<file path="src/hdl/assert_macros.svh">
// assertion macros shared by the rtl files
`ifndef ASSERT_MACROS_SVH
`define ASSERT_MACROS_SVH

`ifndef SYNTHESIS

// property must hold at every clock edge outside reset
`define PX_ASSERT(lbl, clk, rst_n, prop, msg) \
	lbl: assert property (@(posedge clk) disable iff (!rst_n) prop) else $error(msg);

// condition must never be true outside reset
`define PX_NEVER(lbl, clk, rst_n, cond, msg) \
	lbl: assert property (@(posedge clk) disable iff (!rst_n) !(cond)) else $error(msg);

`else

`define PX_ASSERT(lbl, clk, rst_n, prop, msg)
`define PX_NEVER(lbl, clk, rst_n, cond, msg)

`endif

`endif

</file>
<file path="src/hdl/pxat_pkg.sv">
// types and constants of the paxos acceptor table
package pxat_pkg;

	localparam int PXAT_NUM_RESOURCES = 16;
	localparam int PXAT_BALLOT_BITS   = 32;
	localparam int PXAT_ACTION_BITS   = 8;

	// resource ids the request word can carry
	localparam int PXAT_RID_SPAN = 16;

	typedef enum logic {
		OP_PREPARE = 1'b0,
		OP_ACCEPT  = 1'b1
	} op_t;

	typedef enum logic [1:0] {
		KIND_PROMISE     = 2'd0,
		KIND_PROMISE_VAL = 2'd1,
		KIND_ACCEPTED    = 2'd2
	} kind_t;

	typedef struct packed {
		op_t         operation;
		logic [3:0]  resource_id;
		logic [31:0] ballot;
		logic [7:0]  action_in;
		logic [15:0] client_port_in;
		logic [7:0]  verdict_in;
		logic [15:0] sender_address;
	} req_word_t;

	typedef struct packed {
		kind_t       kind;
		logic [3:0]  resource_out;
		logic [31:0] ballot_out;
		logic [7:0]  action_out;
		logic [15:0] client_port_out;
		logic [7:0]  verdict_out;
		logic [15:0] destination;
		logic        is_broadcast;
	} rsp_word_t;

	// table verdict for the word under decision
	typedef struct packed {
		logic      emit;
		rsp_word_t word;
	} tbl_res_t;

endpackage

</file>
<file path="src/hdl/pxat_table.sv">
// per-resource promise and accept state with the combinational decision
`include "assert_macros.svh"

module pxat_table import pxat_pkg::*; #(
	parameter int NUM_RESOURCES = PXAT_NUM_RESOURCES,
	parameter int BALLOT_BITS   = PXAT_BALLOT_BITS,
	parameter int ACTION_BITS   = PXAT_ACTION_BITS
) (
	input  logic      clk,
	input  logic      arst_n,
	input  logic      commit,
	input  req_word_t req,
	output tbl_res_t  res
);

	// only ids the request word can carry need storage
	localparam int DEPTH    = (NUM_RESOURCES < PXAT_RID_SPAN) ? NUM_RESOURCES : PXAT_RID_SPAN;
	localparam int IDX_BITS = $clog2(DEPTH);

	logic                   pv_q [DEPTH];
	logic [BALLOT_BITS-1:0] pb_q [DEPTH];
	logic                   av_q [DEPTH];
	logic [ACTION_BITS-1:0] aa_q [DEPTH];

	logic [8:0]             rid_w;
	logic                   rid_ok;
	logic [IDX_BITS-1:0]    idx;
	logic [63:0]            bal_w;
	logic [BALLOT_BITS-1:0] bal;
	logic [31:0]            act_w;
	logic [ACTION_BITS-1:0] act;
	logic                   pv;
	logic [BALLOT_BITS-1:0] pb;
	logic                   av;
	logic [ACTION_BITS-1:0] aa;
	logic                   pass;
	logic                   is_acc;

	// narrow the request fields to the stored widths
	assign rid_w  = 9'(req.resource_id);
	assign rid_ok = rid_w < 9'(NUM_RESOURCES);
	assign idx    = rid_w[IDX_BITS-1:0];
	assign bal_w  = 64'(req.ballot);
	assign bal    = bal_w[BALLOT_BITS-1:0];
	assign act_w  = 32'(req.action_in);
	assign act    = act_w[ACTION_BITS-1:0];
	assign is_acc = (req.operation == OP_ACCEPT);

	// entry read
	assign pv = pv_q[idx];
	assign pb = pb_q[idx];
	assign av = av_q[idx];
	assign aa = aa_q[idx];

	// prepare needs a strictly higher ballot, accept an equal or higher one
	always_comb begin
		if (is_acc) begin
			pass = !pv || !(pb > bal);
		end else begin
			pass = !pv || (pb < bal);
		end
	end

	// result word
	always_comb begin
		res.emit                 = rid_ok && pass;
		res.word.resource_out    = req.resource_id;
		res.word.ballot_out      = 32'(bal);
		if (is_acc) begin
			res.word.kind            = KIND_ACCEPTED;
			res.word.action_out      = 8'(act);
			res.word.client_port_out = req.client_port_in;
			res.word.verdict_out     = req.verdict_in;
			res.word.destination     = '0;
			res.word.is_broadcast    = 1'b1;
		end else begin
			res.word.kind            = av ? KIND_PROMISE_VAL : KIND_PROMISE;
			res.word.action_out      = av ? 8'(aa) : 8'd0;
			res.word.client_port_out = '0;
			res.word.verdict_out     = '0;
			res.word.destination     = req.sender_address;
			res.word.is_broadcast    = 1'b0;
		end
	end

	// valid marks
	always_ff @(posedge clk or negedge arst_n) begin
		if (!arst_n) begin
			for (int i = 0; i < DEPTH; i++) begin
				pv_q[i] <= 1'b0;
				av_q[i] <= 1'b0;
			end
		end else if (commit && res.emit) begin
			pv_q[idx] <= 1'b1;
			if (is_acc) begin
				av_q[idx] <= 1'b1;
			end
		end
	end

	// ballot and action store, guarded by the valid marks
	always_ff @(posedge clk) begin
		if (commit && res.emit) begin
			pb_q[idx] <= bal;
			if (is_acc) begin
				aa_q[idx] <= act;
			end
		end
	end

	`PX_NEVER(a_emit_range, clk, arst_n, commit && res.emit && !rid_ok, "result for unknown resource")
	`PX_ASSERT(a_prom_set, clk, arst_n, commit && res.emit |=> pv_q[$past(idx)], "promise not stored")
	`PX_ASSERT(a_acc_set, clk, arst_n, commit && res.emit && is_acc |=> av_q[$past(idx)], "accept not stored")

endmodule

</file>
<file path="src/hdl/paxos_acceptor_table_top.sv">
// Paxos acceptor table: one request word a cycle, at most one reply word each.
// A request is registered on acceptance, decided against the per-resource
// promise/accept registers in the following cycle and written back when it
// leaves the input register, and its reply (if any) is loaded into an output
// register as it leaves, raising rsp_valid. One word per cycle is sustained
// while no reply stalls the input, since the resource register table is read
// and compared combinationally; while a reply waits unaccepted, a request that
// would give a reply holds the input. Requests for resources at or above
// NUM_RESOURCES and rejected requests give no reply and change nothing.
`include "assert_macros.svh"

module paxos_acceptor_table_top import pxat_pkg::*; #(
	parameter int NUM_RESOURCES = PXAT_NUM_RESOURCES,
	parameter int BALLOT_BITS   = PXAT_BALLOT_BITS,
	parameter int ACTION_BITS   = PXAT_ACTION_BITS
) (
	input  logic      clk,
	input  logic      arst_n,
	input  logic      req_valid,
	output logic      req_ready,
	input  req_word_t req,
	output logic      rsp_valid,
	input  logic      rsp_ready,
	output rsp_word_t rsp
);

	logic      valid_s1;
	req_word_t req_s1;
	logic      valid_s2;
	rsp_word_t rsp_s2;
	tbl_res_t  res;
	logic      adv_s1;

	pxat_table #(
		.NUM_RESOURCES (NUM_RESOURCES),
		.BALLOT_BITS   (BALLOT_BITS),
		.ACTION_BITS   (ACTION_BITS)
	) u_table (
		.clk    (clk),
		.arst_n (arst_n),
		.commit (adv_s1),
		.req    (req_s1),
		.res    (res)
	);

	// stage 1 moves on when its reply has room or there is no reply
	assign adv_s1    = valid_s1 && (!valid_s2 || rsp_ready || !res.emit);
	assign req_ready = !valid_s1 || adv_s1;

	// input register
	always_ff @(posedge clk or negedge arst_n) begin
		if (!arst_n) begin
			valid_s1 <= 1'b0;
		end else if (req_ready) begin
			valid_s1 <= req_valid;
		end
	end

	always_ff @(posedge clk) begin
		if (req_valid && req_ready) begin
			req_s1 <= req;
		end
	end

	// output register
	always_ff @(posedge clk or negedge arst_n) begin
		if (!arst_n) begin
			valid_s2 <= 1'b0;
		end else if (adv_s1 && res.emit) begin
			valid_s2 <= 1'b1;
		end else if (rsp_ready) begin
			valid_s2 <= 1'b0;
		end
	end

	always_ff @(posedge clk) begin
		if (adv_s1 && res.emit) begin
			rsp_s2 <= res.word;
		end
	end

	assign rsp_valid = valid_s2;
	assign rsp       = rsp_s2;

	`PX_NEVER(a_no_overwrite, clk, arst_n, valid_s2 && !rsp_ready && adv_s1 && res.emit, "reply overwritten")
	`PX_ASSERT(a_ready_empty, clk, arst_n, !valid_s1 |-> req_ready, "not ready while empty")
	`PX_ASSERT(a_reply_follows, clk, arst_n, adv_s1 && res.emit |=> valid_s2, "reply lost")

endmodule
</file>
<file path="config.mk">
export PLATFORM = sky130hd
export DESIGN_NAME = paxos_acceptor_table_top
export DESIGN_NICKNAME = d
export VERILOG_FILES = /design/src/hdl/pxat_pkg.sv /design/src/hdl/pxat_table.sv /design/src/hdl/paxos_acceptor_table_top.sv
export VERILOG_INCLUDE_DIRS = /design/src /design/src/hdl
export SDC_FILE = /design/constraint.sdc
export NUM_CORES = 1
export LEC_CHECK = 0
export ABC_AREA = 1
export BUFFER_PORTS_ARGS = -buffer_cell sky130_fd_sc_hd__buf_4
export CORE_MARGIN = 4
export CORE_UTILIZATION = 60
export CTS_CLUSTER_DIAMETER = 60
export CTS_CLUSTER_SIZE = 25
export DETAILED_ROUTE_END_ITERATION = 10
export PLACE_DENSITY = 0.77
export SLEW_MARGIN = 25
export SYNTH_ARGS = -nofsm -noshare
export SYNTH_HDL_FRONTEND = slang
export SYNTH_HIERARCHICAL = 1
export SYNTH_SLANG_ARGS = --single-unit
</file>
<file path="constraint.sdc">
create_clock -name clk -period 6.2 [get_ports clk]
set_clock_uncertainty 0.1 [all_clocks]
set_input_delay 0.31 -clock clk [delete_from_list [all_inputs] [get_ports clk]]
set_output_delay 0.31 -clock clk [all_outputs]
set_load 0.01 [all_outputs]
</file>
==> out/metrics.csv <==
metric;value;unit
outcome;finished, final reports clean;
Diodes inserted;0;
dpl cells;2798;
Max VDD drop;0.275;mV
FF-to-FF Start;req_s1[80]$_DFFE_PP_;
Core Util, Final;0.696;
worst-case clock buffer depth;3;
Final Power;11.5;mW
final period utilization;0.928;
Synth Warn #;6;
clk sinks;846;
share of cells above drive strength 1;0.162;
row count;84;
Synth area leaders;edfxtp_1 76%, a22oi_1 7.5%, dfrtp_1 2.7%, a21oi_1 2.4%, nand2_1 1.9%;
Post-synth EDFFs;812;
CTS tree;yes;
Die Width;239;microns
Netlist cell types;32;
worst-path maximum fanout;46;
Core Box Area;52700;sq um
Slew Limit Headroom;0.316;
Avg Cell Area, Syn;15.8;sq um
Reg-to-Reg End;u_table/pb_q[1][22]$_DFFE_PP_;
gr ovfl total;0;
Avg WL per Cell;24.0;microns
Fin. Hold Viols;0;
DP HPWL;40400;microns
commonest non-fill, non-tap cell in the layout;edfxtp_1;
root buf cell;clkbuf_16;
Clock Pin Slew Worst Setup and Hold Paths;0.09;ns
number of buffers added on ports;177;
Setup CP Type;flip-flop to flip-flop;
Hold WC Path Type;input pin to async pin;
area grow syn2layout;14.7;%
Net Count, Synth;2138;
Critical Path RT;6.38;ns
gpl congestion;0.825;
Worst setup SP type;flip-flop;
Arrival @ worst endpoint;5.94;ns
DRC;0;
Max Cap Violations;0;
Hold WS;0.0881;ns
vias in the first global route;18500;
crit end category;flip-flop;
fmax;174;MHz
RSZ-0062 raised after global routing;no;
drt pass-1 iters;6;
post-synth design cell area;32000;sq um
GRT Util Overall;0.246;
Final setup viols;0;
Power Dens Cells;314;nW/um^2
post-synth top area cell;edfxtp_1;
sequential-to-total area share from yosys stat;0.790;
Final min period;5.75;ns
Starting Density;0.607;
Syn Inst Count;2017;
CTS Buf Count;48;
leakage power;13.1;nW
ANT nets after route;0;
Avg Vias per Cell;6.12;
nets;2370;
post-synthesis register bit count;846;
initial antenna violation count;0;
postcts setup bufs;0;
most frequent cells in the layout;812 x edfxtp_1, 320 x a22oi_1, 211 x buf_4, 161 x nand2_1, 154 x a21oi_1;
Primary FF master, synth;edfxtp_1;
cts repair resizes;0;
Die Height;239;microns
Clk Latency, worst-skew pair;0.63;ns
Vias;18200;
Sum Neg Setup Slack;0;ns
CTS H-tree lvls;2;
die area;57000;sq um
ys async rst share;0.0402;
global-route wire length before repair;108000;microns
R2R depth;21;
Max Transition Viols Final;0;
Ports;178;
hold_buf cts;89;
FF-to-FF setup slack;0.45;ns
pin count of the biggest net entering global routing;112;
post-route insts no fill;2972;
share of the synthesized area in the top cell type;0.763;
wirelength, routed;71300;microns
worst slew pin tran;1.02;ns
1st-iter DRT viols;2079;
==> worst max-delay path: stages, from the launching register on <==
cell and delay, ns:
edfxtp_1 0.58, nand2_1 0.46, inv_4 0.36, buf_4 0.30
a22oi_1 0.17, a21oi_1 0.08, or2_2 0.34, or3_1 0.34
ha_1 0.34, nand2_1 0.09, nor2_1 0.39, nand2_1 0.10
nand2_1 0.12, a21oi_1 0.11, nand2_1 0.12, nand2_4 0.16
nand3_1 0.13, nand2_1 0.05, inv_1 0.10, nand2_4 0.31
nor2_4 0.20, buf_4 0.37
==> flip-flops by register name (all words and copies together) (netlist names) <==
signal        flops
u_table/av_q     16
u_table/aa_q    128
rsp              87
rsp_valid         1
u_table/pb_q    512
u_table/pv_q     16
valid_s1          1
req_s1           85
==> area by class of cell <==
class	count	area (sq um)
sequential	846	25200
fill	3366	16000
timing repair buffer	319	2860
inverter	148	563
clock buffer	56	1280
tap	688	861
multi-input combinational	886	5510
clock inverter	29	342
==> metal layers <==
metal,GRT usage,part of all wire,vias up
met4,0.0894,0.036,0
met2,0.415,0.50,830
li1,-,-,8099
met3,0.0384,0.070,175
met5,0,0,-
met1,0.331,0.39,9095
==> synth_stat cells, types with 30 or more instances <==
cell / instances
a22oi_1: 320
buf_4: 47
nor2_1: 66
or3_1: 31
ha_1: 32
nand2_1: 163
inv_1: 143
clkbuf_1: 30
a21oi_1: 154
dfrtp_1: 34
or2_2: 31
edfxtp_1: 812
buf_2: 37
==> kinds of logic (layout without fill, tap and decap cells) <==
kind of cell / after synthesis / in the layout / share of synthesized area
AOI/OAI and AO/OA: 517 / 517 / 0.107
adders and majority gates: 32 / 32 / 0.0125
buffers and inverters: 285 / 552 / 0.0421
DFF: 846 / 846 / 0.790
and+or+nand+nor: 337 / 337 / 0.0482
==> metrics by stage <==
| step | setup WS, ns | instance area [sq um] |
|---|---|---|
| final | 0.447 | 36600 |
| after global routing | 0.148 | 36600 |
| after CTS | 0.580 | 36600 |
| after detailed placement | 0.615 | 34100 |
| after global placement | 0.758 | 34100 |
| after floorplan | 0.674 | 32000 |
==> worst max path at each step <==
stage                              start                            end  slack, ns  cells after the start
detailed placement  req_s1[80]$_DFFE_PP_  u_table/pb_q[1][16]$_DFFE_PP_       0.61                     21
CTS                 req_s1[80]$_DFFE_PP_  u_table/pb_q[1][26]$_DFFE_PP_       0.58                     21
global placement    req_s1[80]$_DFFE_PP_  u_table/pb_q[1][19]$_DFFE_PP_       0.76                     21
finish              req_s1[80]$_DFFE_PP_  u_table/pb_q[1][22]$_DFFE_PP_       0.45                     21
floorplan           req_s1[81]$_DFFE_PP_  u_table/pb_q[12][0]$_DFFE_PP_       0.67                     25
global route        req_s1[80]$_DFFE_PP_  u_table/pb_q[0][21]$_DFFE_PP_       0.15                     21
==> power by group <==
part / internal [mW] / total (mW) / switching [mW]
combinational: 0.447 / 1.18 / 0.730
clock: 1.66 / 3.57 / 1.91
sequential: 6.60 / 6.76 / 0.164
total: 8.70 / 11.5 / 2.81
No activity file was read; power rests on OpenSTA's default activity.
